**config.mk**
```make
export PLATFORM = sky130hd
export DESIGN_NAME = kerberos_frame_classifier_flat
export DESIGN_NICKNAME = d
export VERILOG_FILES = /design/src/rtl/core/kfc_pkg.sv /design/src/rtl/core/kfc_if.sv /design/src/rtl/core/kerberos_frame_classifier.sv /design/src/rtl/core/kfc_cfg.sv /design/src/rtl/core/kfc_in_reg.sv /design/src/rtl/core/kfc_parse.sv /design/src/rtl/core/kfc_out_reg.sv /design/src/flat_wrapper.sv
export SDC_FILE = /design/constraint.sdc
export NUM_CORES = 1
export LEC_CHECK = 0
export BUFFER_PORTS_ARGS = -buffer_cell sky130_fd_sc_hd__buf_2
export CORE_AREA = 2 2 181 227
export DETAILED_ROUTE_END_ITERATION = 8
export DIE_AREA = 0 0 183 229
export GPL_TIMING_DRIVEN = 1
export PLACE_DENSITY = 0.88
export SYNTH_ARGS = -nofsm -noshare
export SYNTH_HDL_FRONTEND = slang
export SYNTH_SLANG_ARGS = --single-unit
```
**constraint.sdc**
```tcl
create_clock -name clk -period 8.5 [get_ports clk]
set_clock_uncertainty 0.05 [all_clocks]
set_input_delay 0.425 -clock clk [delete_from_list [all_inputs] [get_ports clk]]
set_output_delay 0.425 -clock clk [all_outputs]
set_load 0.005 [all_outputs]
```
**src/rtl/core/kfc_pkg.sv**
```systemverilog
// kfc_pkg: shared types and constants of the frame classifier
// no dependencies; every other file of the block takes its names by scope
package kfc_pkg;

	// configuration register indexes
	localparam int CFG_IDX_W = 1;
	localparam logic [CFG_IDX_W-1:0] CFG_SERVICE_PORT = 1'd0;
	localparam logic [CFG_IDX_W-1:0] CFG_RECORD_MARK  = 1'd1;

	localparam logic [15:0] SERVICE_PORT_RST = 16'd88;
	localparam logic [3:0]  RECORD_MARK_RST  = 4'd4;

	// ethernet / ip constants
	localparam logic [15:0] ETH_IPV4   = 16'h0800;
	localparam logic [7:0]  IPP_ICMP   = 8'd1;
	localparam logic [7:0]  IPP_IGMP   = 8'd2;
	localparam logic [7:0]  IPP_TCP    = 8'd6;
	localparam logic [7:0]  IPP_UDP    = 8'd17;

	// message tags
	localparam logic [7:0] TAG_AS_REQ  = 8'h6a;
	localparam logic [7:0] TAG_AS_REP  = 8'h6b;
	localparam logic [7:0] TAG_TGS_REQ = 8'h6c;
	localparam logic [7:0] TAG_TGS_REP = 8'h6d;
	localparam logic [7:0] TAG_ERROR   = 8'h7e;

	// ber length bytes
	localparam logic [7:0] BER_LONG    = 8'd128;
	localparam logic [7:0] BER_RESV    = 8'd255;
	localparam logic [7:0] BER_MAX_LEN = 8'd132;

	typedef enum logic [2:0] {
		PC_ICMP  = 3'd0,
		PC_IGMP  = 3'd1,
		PC_TCP   = 3'd2,
		PC_UDP   = 3'd3,
		PC_OTHER = 3'd4
	} proto_class_t;

	typedef enum logic [2:0] {
		MK_NONE    = 3'd0,
		MK_AS_REQ  = 3'd1,
		MK_AS_REP  = 3'd2,
		MK_TGS_REQ = 3'd3,
		MK_TGS_REP = 3'd4,
		MK_ERROR   = 3'd5,
		MK_OTHER   = 3'd6
	} msg_kind_t;

	// frame counter slots
	localparam int CNT_NUM = 7;
	localparam logic [2:0] CNT_TOTAL = 3'd0;
	localparam logic [2:0] CNT_TCP   = 3'd1;
	localparam logic [2:0] CNT_UDP   = 3'd2;
	localparam logic [2:0] CNT_ICMP  = 3'd3;
	localparam logic [2:0] CNT_IGMP  = 3'd4;
	localparam logic [2:0] CNT_OTHER = 3'd5;
	localparam logic [2:0] CNT_KRB   = 3'd6;

	typedef struct packed {
		logic [7:0] frame_byte;
		logic       frame_end;
	} item_t;

	typedef struct packed {
		logic [15:0] service_port;
		logic [3:0]  record_mark_bytes;
	} cfg_t;

	typedef struct packed {
		proto_class_t proto_class;
		logic         is_kerberos;
		msg_kind_t    message_kind;
		logic [31:0]  message_length;
		logic         length_ok;
	} result_t;

endpackage

```
**src/rtl/core/kfc_if.sv**
```systemverilog
// kfc_if: valid/ready channel interfaces of the frame classifier
// byte channel, result channel and configuration write channel; uses kfc_pkg
interface kfc_byte_if;
	logic       valid;
	logic       ready;
	logic [7:0] frame_byte;
	logic       frame_end;

	modport source (output valid, frame_byte, frame_end, input ready);
	modport sink (input valid, frame_byte, frame_end, output ready);
endinterface

interface kfc_result_if #(
	parameter int COUNT_BITS = 32
);
	logic                  valid;
	logic                  ready;
	logic [2:0]            proto_class;
	logic                  is_kerberos;
	logic [2:0]            message_kind;
	logic [31:0]           message_length;
	logic                  length_ok;
	logic [COUNT_BITS-1:0] total_frames;
	logic [COUNT_BITS-1:0] tcp_frames;
	logic [COUNT_BITS-1:0] udp_frames;
	logic [COUNT_BITS-1:0] icmp_frames;
	logic [COUNT_BITS-1:0] igmp_frames;
	logic [COUNT_BITS-1:0] other_frames;
	logic [COUNT_BITS-1:0] kerberos_frames;

	modport source (output valid, proto_class, is_kerberos, message_kind, message_length,
		length_ok, total_frames, tcp_frames, udp_frames, icmp_frames, igmp_frames,
		other_frames, kerberos_frames, input ready);
	modport sink (input valid, proto_class, is_kerberos, message_kind, message_length,
		length_ok, total_frames, tcp_frames, udp_frames, icmp_frames, igmp_frames,
		other_frames, kerberos_frames, output ready);
endinterface

interface kfc_cfg_if;
	logic                          valid;
	logic                          ready;
	logic [kfc_pkg::CFG_IDX_W-1:0] index;
	logic [15:0]                   data;

	modport source (output valid, index, data, input ready);
	modport sink (input valid, index, data, output ready);
endinterface

```
**src/rtl/core/kerberos_frame_classifier.sv**
```systemverilog
// kerberos_frame_classifier: top level of the ethernet/ipv4/tcp frame classifier
// depends on kfc_pkg, kfc_if, kfc_cfg, kfc_in_reg, kfc_parse, kfc_out_reg
//
//  channel   dir  handshake        payload
//  frame     in   valid / ready    frame_byte[7:0], frame_end
//  result    out  valid / ready    class, kerberos flag, message kind/length, 7 counters
//  cfg       in   valid / ready    index (0 service_port, 1 record_mark_bytes), data[15:0]
//
// one byte per cycle sustained while no last byte waits on a full result register;
// each byte is held in the input register, and a frame's result is registered at the
// edge its last byte leaves that register and is offered from the result register
// reset clears the input and result valid bits, all frame tracking state and counters,
// and loads service_port = 88 and record_mark_bytes = 4; cfg is always ready
// only a last byte waits on a full result register: other bytes keep flowing
// while an earlier result is still held
module kerberos_frame_classifier #(
	parameter int OFFSET_BITS = 16,
	parameter int COUNT_BITS  = 32
) (
	input logic       clk,
	input logic       arst_n,
	kfc_byte_if.sink  frame,
	kfc_result_if.source result,
	kfc_cfg_if.sink   cfg
);

	kfc_pkg::cfg_t         cfg_regs;
	kfc_pkg::item_t        in_item;
	kfc_pkg::item_t        item_s1;
	logic                  valid_s1;
	logic                  take_s1;
	logic                  out_free;
	kfc_pkg::result_t      parse_res;
	kfc_pkg::result_t      res_data;
	logic [COUNT_BITS-1:0] cnt [kfc_pkg::CNT_NUM];

	// configuration writes land immediately
	assign cfg.ready = 1'b1;

	kfc_cfg u_cfg (
		.clk      (clk),
		.arst_n   (arst_n),
		.wr_valid (cfg.valid),
		.wr_index (cfg.index),
		.wr_data  (cfg.data),
		.cfg      (cfg_regs)
	);

	assign in_item.frame_byte = frame.frame_byte;
	assign in_item.frame_end  = frame.frame_end;

	kfc_in_reg u_in_reg (
		.clk      (clk),
		.arst_n   (arst_n),
		.in_valid (frame.valid),
		.in_item  (in_item),
		.in_ready (frame.ready),
		.valid_s1 (valid_s1),
		.item_s1  (item_s1),
		.take_s1  (take_s1)
	);

	// a last byte needs room in the result register, any other byte moves on
	assign take_s1 = valid_s1 && (!item_s1.frame_end || out_free);

	kfc_parse #(
		.OFFSET_BITS (OFFSET_BITS),
		.COUNT_BITS  (COUNT_BITS)
	) u_parse (
		.clk    (clk),
		.arst_n (arst_n),
		.step   (take_s1),
		.item   (item_s1),
		.cfg    (cfg_regs),
		.result (parse_res),
		.cnt    (cnt)
	);

	kfc_out_reg u_out_reg (
		.clk       (clk),
		.arst_n    (arst_n),
		.load      (take_s1 && item_s1.frame_end),
		.load_data (parse_res),
		.out_ready (result.ready),
		.out_valid (result.valid),
		.out_data  (res_data),
		.free      (out_free)
	);

	assign result.proto_class    = res_data.proto_class;
	assign result.is_kerberos    = res_data.is_kerberos;
	assign result.message_kind   = res_data.message_kind;
	assign result.message_length = res_data.message_length;
	assign result.length_ok      = res_data.length_ok;

	// counters only move when a result is loaded, so they hold while it waits
	assign result.total_frames    = cnt[kfc_pkg::CNT_TOTAL];
	assign result.tcp_frames      = cnt[kfc_pkg::CNT_TCP];
	assign result.udp_frames      = cnt[kfc_pkg::CNT_UDP];
	assign result.icmp_frames     = cnt[kfc_pkg::CNT_ICMP];
	assign result.igmp_frames     = cnt[kfc_pkg::CNT_IGMP];
	assign result.other_frames    = cnt[kfc_pkg::CNT_OTHER];
	assign result.kerberos_frames = cnt[kfc_pkg::CNT_KRB];

endmodule

```
**src/rtl/core/kfc_cfg.sv**
```systemverilog
// kfc_cfg: configuration registers (service port, record mark length)
// uses kfc_pkg for register indexes and reset values
module kfc_cfg (
	input  logic                          clk,
	input  logic                          arst_n,
	input  logic                          wr_valid,
	input  logic [kfc_pkg::CFG_IDX_W-1:0] wr_index,
	input  logic [15:0]                   wr_data,
	output kfc_pkg::cfg_t                 cfg
);

	logic [15:0] service_port_q;
	logic [3:0]  record_mark_q;

	always_ff @(posedge clk or negedge arst_n) begin
		if (!arst_n) begin
			service_port_q <= kfc_pkg::SERVICE_PORT_RST;
			record_mark_q  <= kfc_pkg::RECORD_MARK_RST;
		end else if (wr_valid) begin
			unique case (wr_index)
				kfc_pkg::CFG_SERVICE_PORT: service_port_q <= wr_data;
				kfc_pkg::CFG_RECORD_MARK:  record_mark_q  <= wr_data[3:0];
				default: ;
			endcase
		end
	end

	assign cfg.service_port      = service_port_q;
	assign cfg.record_mark_bytes = record_mark_q;

endmodule

```
**src/rtl/core/kfc_in_reg.sv**
```systemverilog
// kfc_in_reg: input register stage holding one frame byte
// uses kfc_pkg::item_t
module kfc_in_reg (
	input  logic           clk,
	input  logic           arst_n,
	input  logic           in_valid,
	input  kfc_pkg::item_t in_item,
	output logic           in_ready,
	output logic           valid_s1,
	output kfc_pkg::item_t item_s1,
	input  logic           take_s1
);

	logic load;

	assign in_ready = !valid_s1 || take_s1;
	assign load     = in_valid && in_ready;

	always_ff @(posedge clk or negedge arst_n) begin
		if (!arst_n) begin
			valid_s1 <= 1'b0;
		end else if (load) begin
			valid_s1 <= 1'b1;
		end else if (take_s1) begin
			valid_s1 <= 1'b0;
		end
	end

	always_ff @(posedge clk) begin
		if (load) begin
			item_s1 <= in_item;
		end
	end

endmodule

```
**src/rtl/core/kfc_parse.sv**
```systemverilog
// kfc_parse: per-frame header tracking, classification and frame counters
// uses kfc_pkg types and constants; fed by kfc_in_reg, drives kfc_out_reg
module kfc_parse #(
	parameter int OFFSET_BITS = 16,
	parameter int COUNT_BITS  = 32
) (
	input  logic                  clk,
	input  logic                  arst_n,
	input  logic                  step,
	input  kfc_pkg::item_t        item,
	input  kfc_pkg::cfg_t         cfg,
	output kfc_pkg::result_t      result,
	output logic [COUNT_BITS-1:0] cnt [kfc_pkg::CNT_NUM]
);

	typedef enum logic [1:0] {
		LF_IDLE = 2'd0,
		LF_READ = 2'd1,
		LF_DONE = 2'd2,
		LF_BAD  = 2'd3
	} len_flag_t;

	localparam logic [OFFSET_BITS-1:0] OFF_MAX = {OFFSET_BITS{1'b1}};

	logic [OFFSET_BITS-1:0] byte_offset_q;
	logic [15:0]            ether_kind_q, ether_kind_n;
	logic                   ip_ver_ok_q, ip_ver_ok_n;
	logic [5:0]             ip_hdr_q, ip_hdr_n;
	logic [7:0]             ip_proto_q, ip_proto_n;
	logic [15:0]            src_port_q, src_port_n;
	logic [15:0]            dst_port_q, dst_port_n;
	logic [5:0]             tcp_hdr_q, tcp_hdr_n;
	logic [7:0]             msg_tag_q, msg_tag_n;
	logic                   tag_seen_q, tag_seen_n;
	logic [2:0]             len_left_q, len_left_n;
	logic [31:0]            len_accum_q, len_accum_n;
	len_flag_t              len_flag_q, len_flag_n;
	logic [COUNT_BITS-1:0]  cnt_q [kfc_pkg::CNT_NUM];

	logic [OFFSET_BITS-1:0] pos;
	logic [7:0]             b;
	logic [6:0]             tcp_start;
	logic [OFFSET_BITS-1:0] ts;
	logic [7:0]             tag_pos;
	logic [7:0]             tag_pos1;
	logic                   in_ip;
	logic                   in_tag;
	logic                   port_match;
	logic                   krb;
	kfc_pkg::proto_class_t  cls;
	kfc_pkg::msg_kind_t     kind;
	logic [2:0]             cls_slot;

	assign pos       = byte_offset_q;
	assign b         = item.frame_byte;
	assign tcp_start = 7'd14 + {1'b0, ip_hdr_q};
	assign ts        = OFFSET_BITS'(tcp_start);
	assign tag_pos   = {1'b0, tcp_start} + {2'b00, tcp_hdr_q} + {4'b0000, cfg.record_mark_bytes};
	assign tag_pos1  = tag_pos + 8'd1;
	assign in_ip     = (pos > OFFSET_BITS'(14)) && (ip_hdr_q >= 6'd20);
	assign in_tag    = in_ip && (tcp_hdr_q >= 6'd20) && (pos > ts + OFFSET_BITS'(12));

	// next frame state for this byte
	always_comb begin
		ether_kind_n = ether_kind_q;
		ip_ver_ok_n  = ip_ver_ok_q;
		ip_hdr_n     = ip_hdr_q;
		ip_proto_n   = ip_proto_q;
		src_port_n   = src_port_q;
		dst_port_n   = dst_port_q;
		tcp_hdr_n    = tcp_hdr_q;
		msg_tag_n    = msg_tag_q;
		tag_seen_n   = tag_seen_q;
		len_left_n   = len_left_q;
		len_accum_n  = len_accum_q;
		len_flag_n   = len_flag_q;

		if (pos == OFFSET_BITS'(12)) begin
			ether_kind_n[15:8] = b;
		end else if (pos == OFFSET_BITS'(13)) begin
			ether_kind_n[7:0] = b;
		end else if (pos == OFFSET_BITS'(14)) begin
			ip_ver_ok_n = (b[7:4] == 4'd4);
			ip_hdr_n    = {b[3:0], 2'b00};
		end else if (pos == OFFSET_BITS'(23)) begin
			ip_proto_n = b;
		end

		if (in_ip) begin
			if (pos == ts) begin
				src_port_n[15:8] = b;
			end else if (pos == ts + OFFSET_BITS'(1)) begin
				src_port_n[7:0] = b;
			end else if (pos == ts + OFFSET_BITS'(2)) begin
				dst_port_n[15:8] = b;
			end else if (pos == ts + OFFSET_BITS'(3)) begin
				dst_port_n[7:0] = b;
			end else if (pos == ts + OFFSET_BITS'(12)) begin
				tcp_hdr_n = {b[7:4], 2'b00};
			end
		end

		if (in_tag) begin
			if (pos == OFFSET_BITS'(tag_pos)) begin
				tag_seen_n  = 1'b1;
				msg_tag_n   = b;
				len_flag_n  = LF_IDLE;
				len_left_n  = 3'd0;
				len_accum_n = 32'd0;
			end else if (tag_seen_q && msg_tag_q == kfc_pkg::TAG_AS_REQ &&
					pos == OFFSET_BITS'(tag_pos1)) begin
				// first length byte: short form, reserved forms, or octet count
				if (b < kfc_pkg::BER_LONG) begin
					len_accum_n = {24'd0, b};
					len_flag_n  = LF_DONE;
				end else if (b == kfc_pkg::BER_LONG || b == kfc_pkg::BER_RESV ||
						b > kfc_pkg::BER_MAX_LEN) begin
					len_flag_n = LF_BAD;
				end else begin
					len_left_n  = b[2:0];
					len_accum_n = 32'd0;
					len_flag_n  = LF_READ;
				end
			end else if (len_flag_q == LF_READ && pos > OFFSET_BITS'(tag_pos1)) begin
				len_accum_n = {len_accum_q[23:0], b};
				len_left_n  = len_left_q - 3'd1;
				if (len_left_n == 3'd0) begin
					len_flag_n = LF_DONE;
				end
			end
		end
	end

	// classification of the frame as it stands after this byte
	always_comb begin
		if (pos < OFFSET_BITS'(23)) begin
			cls = kfc_pkg::PC_OTHER;
		end else begin
			case (ip_proto_n)
				kfc_pkg::IPP_ICMP: cls = kfc_pkg::PC_ICMP;
				kfc_pkg::IPP_IGMP: cls = kfc_pkg::PC_IGMP;
				kfc_pkg::IPP_TCP:  cls = kfc_pkg::PC_TCP;
				kfc_pkg::IPP_UDP:  cls = kfc_pkg::PC_UDP;
				default:           cls = kfc_pkg::PC_OTHER;
			endcase
		end
	end

	assign port_match = (src_port_n == cfg.service_port) || (dst_port_n == cfg.service_port);
	assign krb = (ether_kind_n == kfc_pkg::ETH_IPV4) && ip_ver_ok_n && (ip_hdr_n >= 6'd20) &&
		(cls == kfc_pkg::PC_TCP) && (pos >= ts + OFFSET_BITS'(3)) && port_match;

	always_comb begin
		if (krb && tag_seen_n) begin
			unique case (msg_tag_n)
				kfc_pkg::TAG_AS_REQ:  kind = kfc_pkg::MK_AS_REQ;
				kfc_pkg::TAG_AS_REP:  kind = kfc_pkg::MK_AS_REP;
				kfc_pkg::TAG_TGS_REQ: kind = kfc_pkg::MK_TGS_REQ;
				kfc_pkg::TAG_TGS_REP: kind = kfc_pkg::MK_TGS_REP;
				kfc_pkg::TAG_ERROR:   kind = kfc_pkg::MK_ERROR;
				default:              kind = kfc_pkg::MK_OTHER;
			endcase
		end else begin
			kind = kfc_pkg::MK_NONE;
		end
	end

	always_comb begin
		result.proto_class    = cls;
		result.is_kerberos    = krb;
		result.message_kind   = kind;
		result.length_ok      = (kind == kfc_pkg::MK_AS_REQ) && (len_flag_n == LF_DONE);
		result.message_length = result.length_ok ? len_accum_n : 32'd0;
	end

	always_comb begin
		case (cls)
			kfc_pkg::PC_TCP:  cls_slot = kfc_pkg::CNT_TCP;
			kfc_pkg::PC_UDP:  cls_slot = kfc_pkg::CNT_UDP;
			kfc_pkg::PC_ICMP: cls_slot = kfc_pkg::CNT_ICMP;
			kfc_pkg::PC_IGMP: cls_slot = kfc_pkg::CNT_IGMP;
			default:          cls_slot = kfc_pkg::CNT_OTHER;
		endcase
	end

	always_ff @(posedge clk or negedge arst_n) begin
		if (!arst_n) begin
			byte_offset_q <= '0;
			ether_kind_q  <= '0;
			ip_ver_ok_q   <= 1'b0;
			ip_hdr_q      <= '0;
			ip_proto_q    <= '0;
			src_port_q    <= '0;
			dst_port_q    <= '0;
			tcp_hdr_q     <= '0;
			msg_tag_q     <= '0;
			tag_seen_q    <= 1'b0;
			len_left_q    <= '0;
			len_accum_q   <= '0;
			len_flag_q    <= LF_IDLE;
		end else if (step) begin
			if (item.frame_end) begin
				byte_offset_q <= '0;
				ether_kind_q  <= '0;
				ip_ver_ok_q   <= 1'b0;
				ip_hdr_q      <= '0;
				ip_proto_q    <= '0;
				src_port_q    <= '0;
				dst_port_q    <= '0;
				tcp_hdr_q     <= '0;
				msg_tag_q     <= '0;
				tag_seen_q    <= 1'b0;
				len_left_q    <= '0;
				len_accum_q   <= '0;
				len_flag_q    <= LF_IDLE;
			end else begin
				if (byte_offset_q != OFF_MAX) begin
					byte_offset_q <= byte_offset_q + OFFSET_BITS'(1);
				end
				ether_kind_q <= ether_kind_n;
				ip_ver_ok_q  <= ip_ver_ok_n;
				ip_hdr_q     <= ip_hdr_n;
				ip_proto_q   <= ip_proto_n;
				src_port_q   <= src_port_n;
				dst_port_q   <= dst_port_n;
				tcp_hdr_q    <= tcp_hdr_n;
				msg_tag_q    <= msg_tag_n;
				tag_seen_q   <= tag_seen_n;
				len_left_q   <= len_left_n;
				len_accum_q  <= len_accum_n;
				len_flag_q   <= len_flag_n;
			end
		end
	end

	always_ff @(posedge clk or negedge arst_n) begin
		if (!arst_n) begin
			for (int i = 0; i < kfc_pkg::CNT_NUM; i++) begin
				cnt_q[i] <= '0;
			end
		end else if (step && item.frame_end) begin
			cnt_q[kfc_pkg::CNT_TOTAL] <= cnt_q[kfc_pkg::CNT_TOTAL] + COUNT_BITS'(1);
			cnt_q[cls_slot]           <= cnt_q[cls_slot] + COUNT_BITS'(1);
			if (krb) begin
				cnt_q[kfc_pkg::CNT_KRB] <= cnt_q[kfc_pkg::CNT_KRB] + COUNT_BITS'(1);
			end
		end
	end

	assign cnt = cnt_q;

endmodule

```
**src/rtl/core/kfc_out_reg.sv**
```systemverilog
// kfc_out_reg: result register with valid, emptied by the downstream handshake
// uses kfc_pkg::result_t
module kfc_out_reg (
	input  logic             clk,
	input  logic             arst_n,
	input  logic             load,
	input  kfc_pkg::result_t load_data,
	input  logic             out_ready,
	output logic             out_valid,
	output kfc_pkg::result_t out_data,
	output logic             free
);

	logic             valid_q;
	kfc_pkg::result_t data_q;

	assign free      = !valid_q || out_ready;
	assign out_valid = valid_q;
	assign out_data  = data_q;

	always_ff @(posedge clk or negedge arst_n) begin
		if (!arst_n) begin
			valid_q <= 1'b0;
		end else if (load) begin
			valid_q <= 1'b1;
		end else if (out_ready) begin
			valid_q <= 1'b0;
		end
	end

	always_ff @(posedge clk) begin
		if (load) begin
			data_q <= load_data;
		end
	end

endmodule

```
**src/flat_wrapper.sv**
```systemverilog
// flat-port wrapper written by rule: the top's interface ports become plain ports
module kerberos_frame_classifier_flat 
#(
	parameter int OFFSET_BITS = 16,
	parameter int COUNT_BITS  = 32
)
  (clk, arst_n, frame_valid, frame_frame_byte, frame_frame_end, frame_ready, result_valid, result_proto_class, result_is_kerberos, result_message_kind, result_message_length, result_length_ok, result_total_frames, result_tcp_frames, result_udp_frames, result_icmp_frames, result_igmp_frames, result_other_frames, result_kerberos_frames, result_ready, cfg_valid, cfg_index, cfg_data, cfg_ready);
  kfc_byte_if frame_i ();
  kfc_result_if #(.COUNT_BITS(COUNT_BITS)) result_i ();
  kfc_cfg_if cfg_i ();
  input logic clk;
  input logic arst_n;
  input wire logic [$bits(frame_i.valid)-1:0] frame_valid;
  input wire logic [$bits(frame_i.frame_byte)-1:0] frame_frame_byte;
  input wire logic [$bits(frame_i.frame_end)-1:0] frame_frame_end;
  output wire logic [$bits(frame_i.ready)-1:0] frame_ready;
  output wire logic [$bits(result_i.valid)-1:0] result_valid;
  output wire logic [$bits(result_i.proto_class)-1:0] result_proto_class;
  output wire logic [$bits(result_i.is_kerberos)-1:0] result_is_kerberos;
  output wire logic [$bits(result_i.message_kind)-1:0] result_message_kind;
  output wire logic [$bits(result_i.message_length)-1:0] result_message_length;
  output wire logic [$bits(result_i.length_ok)-1:0] result_length_ok;
  output wire logic [$bits(result_i.total_frames)-1:0] result_total_frames;
  output wire logic [$bits(result_i.tcp_frames)-1:0] result_tcp_frames;
  output wire logic [$bits(result_i.udp_frames)-1:0] result_udp_frames;
  output wire logic [$bits(result_i.icmp_frames)-1:0] result_icmp_frames;
  output wire logic [$bits(result_i.igmp_frames)-1:0] result_igmp_frames;
  output wire logic [$bits(result_i.other_frames)-1:0] result_other_frames;
  output wire logic [$bits(result_i.kerberos_frames)-1:0] result_kerberos_frames;
  input wire logic [$bits(result_i.ready)-1:0] result_ready;
  input wire logic [$bits(cfg_i.valid)-1:0] cfg_valid;
  input wire logic [$bits(cfg_i.index)-1:0] cfg_index;
  input wire logic [$bits(cfg_i.data)-1:0] cfg_data;
  output wire logic [$bits(cfg_i.ready)-1:0] cfg_ready;
  assign frame_i.valid = frame_valid;
  assign frame_i.frame_byte = frame_frame_byte;
  assign frame_i.frame_end = frame_frame_end;
  assign frame_ready = frame_i.ready;
  assign result_valid = result_i.valid;
  assign result_proto_class = result_i.proto_class;
  assign result_is_kerberos = result_i.is_kerberos;
  assign result_message_kind = result_i.message_kind;
  assign result_message_length = result_i.message_length;
  assign result_length_ok = result_i.length_ok;
  assign result_total_frames = result_i.total_frames;
  assign result_tcp_frames = result_i.tcp_frames;
  assign result_udp_frames = result_i.udp_frames;
  assign result_icmp_frames = result_i.icmp_frames;
  assign result_igmp_frames = result_i.igmp_frames;
  assign result_other_frames = result_i.other_frames;
  assign result_kerberos_frames = result_i.kerberos_frames;
  assign result_i.ready = result_ready;
  assign cfg_i.valid = cfg_valid;
  assign cfg_i.index = cfg_index;
  assign cfg_i.data = cfg_data;
  assign cfg_ready = cfg_i.ready;
  kerberos_frame_classifier #(.OFFSET_BITS(OFFSET_BITS), .COUNT_BITS(COUNT_BITS)) u_core (.clk(clk), .arst_n(arst_n), .frame(frame_i), .result(result_i), .cfg(cfg_i));
endmodule
```
==> results.md <==
* Required time worst endpoint at around 9 ns
* Initial DRC Count at 2087
* CTS max path bufs at 3
* Post-synth top area share at 40.2%
* Number of remaining DRC errors at 0
* Pins Over Slew Limit at 0
* Synth Cell Area at 23100 sq um
* Clk Latency, worst-skew pair at 0.57 ns
* Root buffer cell: clkbuf_16
* Number of enable flip-flop cells after synthesis at around 50
* GRT Overall Usage at a little over a third
* Leakage at ~12 nW
* Setup TNS at 0 ns
* Seq/Total Area, Yosys at between 40% and 50%
* Initial antenna violation count at 1
* Post-Route WL at about 74000 um
* # IOs at ~300
* Max IR drop VDD at roughly 0.19 mV
* TritonCTS clock tree: done
* Place WS at 2.03 ns
* Crit path DAT at between 6 and 7 ns
* Initial Util at between 50 and 60%
* Most used DFF post-synth: dfrtp_1
* GPL Wtd Cong at between 0.9 and 1
* Cells after synthesis at 2473
* CP endpoint kind: register
* Status: completed
* Vias in the first global route at between 20000 and 25000
* Layout Nets at roughly 2800
* Fraction of registers with async set/reset at 88.4%
* Max-Cap Viols at 0
* Port Buffers at 296
* DIE AREA at ~42000 sq um
* Final worst slack at 1.87 ns
* GRT overflow at 0
* Die Y at ~230 um
* Routed vias at approximately 21000
* Antenna violation net count after detailed routing at 0
* RSZ-0062 raised after global routing: no
* Max_slew headroom at between 10% and 20%
* Fin. Hold Viols at 0
* Largest net degree at the start of global routing at roughly 150
* Endpoints failing setup at 0
* Fin crit share at 78.0%
* # H-tree levels at 2
* #FFs+latches synth at 424
* CP max FO at 40
* Crit Path Category: reg -> reg
* Hold/Removal Path Class: in -> reg
* Syn avg cell area at 9.35 sq um
* Fmax at 151 MHz
* Num CTS Buffers at 43
* CTS clk-pin slew, worst paths at around 0.080 ns
* Nature of the critical path startpoint: register
* Hold Path Depth at 3
* Yosys warnings at 0
* Synth unique cells at 93
* Hold slack at between 0.015 and 0.02 ns
* Yosys top cell by area: dfrtp_1
* Rows at 82
* Post-DR vias/cell at about 6.5
* Core ar. at around 40000 sq um
* Worst r2r path cells at 23
* Post-cts resize count at 0
* Ranking of synthesized cells by area: dfrtp_1 40%, nand2_1 7.3%, o21ai_0 6.4%
* P&R area growth vs syn at 14.6%
* Detailed placement HPWL at 52300 um
* Share of cells above drive strength 1 at between 10% and 20%
* CTS Sinks at around 420
* Global-route wire length before repair at 115000 um
* TritonRoute pass-1 iters at 6
* Post-layout minimum cycle time at around 6.6 ns
* Die W at 183 um
* Worst-Margin Slew at approximately 1.2 ns
* PwrDens at roughly 170 nW/um^2
* Drt wl/cell at around 23 um
## synthesized netlist by cell type, types with 11 or more instances
cell / count
a211oi_1: 18
a21o_1: 12
a21oi_1: 41
a22oi_1: 71
a31oi_1: 14
a32oi_1: 11
and2_1: 12
and3_1: 28
buf_1: 11
buf_2: 14
clkbuf_1: 112
dfrtp_1: 371
edfxtp_1: 49
ha_1: 52
inv_1: 65
mux2_2: 33
mux2i_1: 66
nand2_1: 452
nand2b_1: 24
nand3_1: 65
nand4_1: 30
nor2_1: 133
nor2b_1: 12
nor3_1: 51
nor4_1: 23
o21ai_0: 296
o21ai_1: 25
o22ai_1: 13
xnor2_1: 113
xor2_1: 69
## state kept, by name, indices dropped and copies added (netlist names), 2 cells and up
name                          flops
u_core.u_cfg.service_port_q      16
u_core.u_out_reg.out_data        40
u_core.u_parse.cnt              224
u_core.u_parse.len_flag_q         2
u_core.u_parse.len_accum_q       32
u_core.u_parse.src_port_q        16
u_core.u_parse.len_left_q         3
u_core.u_parse.msg_tag_q          8
u_core.u_parse.byte_offset_q     16
u_core.u_parse.ip_hdr_q           6
u_core.u_in_reg.item_s1           9
u_core.u_parse.dst_port_q        16
u_core.u_parse.ip_proto_q         8
u_core.u_cfg.record_mark_q        4
u_core.u_parse.tcp_hdr_q          4
u_core.u_parse.ether_kind_q      16
## metrics by stage
step / area (sq um) / util [%] / total power [mW] / std cells
2_1_floorplan: 23100 / - / 2.46 / 2476
6_report: 26500 / 66.6 / 4.54 / 3256
3_3_place_gp: 25000 / 62.8 / 2.63 / 3168
4_1_cts: 26500 / 66.6 / 4.55 / 3255
5_1_grt: 26500 / 66.6 / 4.68 / 3255
3_5_place_dp: 25000 / 62.8 / 2.65 / 3168
## critical path, cell delays in order (launching register included)
cell	delay [ns]
dfrtp_1	0.68
inv_1	0.19
ha_1	0.40
xnor2_1	0.34
fa_1	0.47
inv_1	0.07
ha_1	0.26
a21oi_1	0.22
nor2b_1	0.10
or2_2	0.29
a21oi_1	0.17
xnor2_1	0.18
nand4_1	0.16
xnor2_1	0.17
ha_1	0.30
nand4_1	0.12
nor3_1	0.28
and4b_1	0.45
or2_2	0.26
o21bai_1	0.12
o21bai_4	0.42
buf_4	0.35
a22oi_1	0.22
nor2_1	0.06
## final timing paths
check / startpoint / to / slack, ns
hold / removal: cfg_data[4] / u_core.u_cfg.service_port_q[4]$_DFFE_PN1P_ / 0.02
setup reg to reg: u_core.u_parse.ip_hdr_q[1]$_DFFE_PN0P_ / u_core.u_out_reg.out_data[28]$_SDFFCE_PN0P_ / 1.87
setup / recovery: u_core.u_parse.ip_hdr_q[1]$_DFFE_PN0P_ / u_core.u_out_reg.out_data[28]$_SDFFCE_PN0P_ / 1.87
max in group asynchronous: arst_n / u_core.u_parse.cnt[92]$_DFFE_PN0P_ / 5.84
min in group asynchronous: arst_n / u_core.u_cfg.record_mark_q[3]$_DFFE_PN0P_ / 0.39
hold reg to reg: u_core.u_parse.cnt[28]$_DFFE_PN0P_ / u_core.u_parse.cnt[28]$_DFFE_PN0P_ / 0.44
## per-layer routing
metal	GRT usage [%]	vias to the layer above	share of wire (%)
met1	40.1	10200	34
li1	-	9273	-
met4	24.6	2	8.1
met2	58.0	1230	48
met5	0	-	0.018
met3	8.41	369	9.6
## where the power goes
group / total [mW] / switching (mW) / internal, mW
clock network: 1.91 / 0.833 / 1.08
registers: 2.18 / 0.0800 / 2.10
logic: 0.450 / 0.280 / 0.170
total: 4.54 / 1.19 / 3.35
## area by class of cell
class | instances | area (sq um)
multi-input cells | 1842 | 11500
clock inverters | 12 | 159
repair buffers | 342 | 1870
diodes | 1 | 2.50
well taps | 504 | 631
clock buffers | 65 | 1240
flip-flops and latches | 424 | 10900
fillers | 3030 | 13300
inverters | 66 | 248
## cell usage in the layout, fill, tap and decap left out, types with 15 or more instances in the layout
master       n
nand4_1     30
xnor2_1    113
mux2i_1     63
buf_4       35
nand2b_1    24
o21ai_0    296
nor3_1      50
ha_1        52
nand2_1    450
buf_2      295
mux2_2      33
and3_1      28
a21oi_1     41
clkbuf_1    15
dfrtp_1    371
a22oi_1     71
edfxtp_1    49
nor2_1     133
inv_1       65
nor4_1      22
xor2_1      69
clkbuf_16   44
nand3_1     64
o21ai_1     25
a211oi_1    18
## logic make-up (layout without fill, tap and decap cells)
kind of cell,Yosys count,count (layout),synth area share [%]
xor gates and xnor gates,182,182,6.89
muxes,104,104,4.95
other,1,5,0.0162
buffers and inverters,210,485,3.63
adders and majority gates,55,55,3.07
AOI/OAI and AO/OA,593,593,16.0
DFF,424,424,47.0
and+or+nand+nor,904,904,18.5
## what timing repair did
action	CTS	global route
buffers inserted	0	0
hold buffers	10	0
hold endpoints to repair	94	0
No activity file was read; power rests on OpenSTA's default activity.
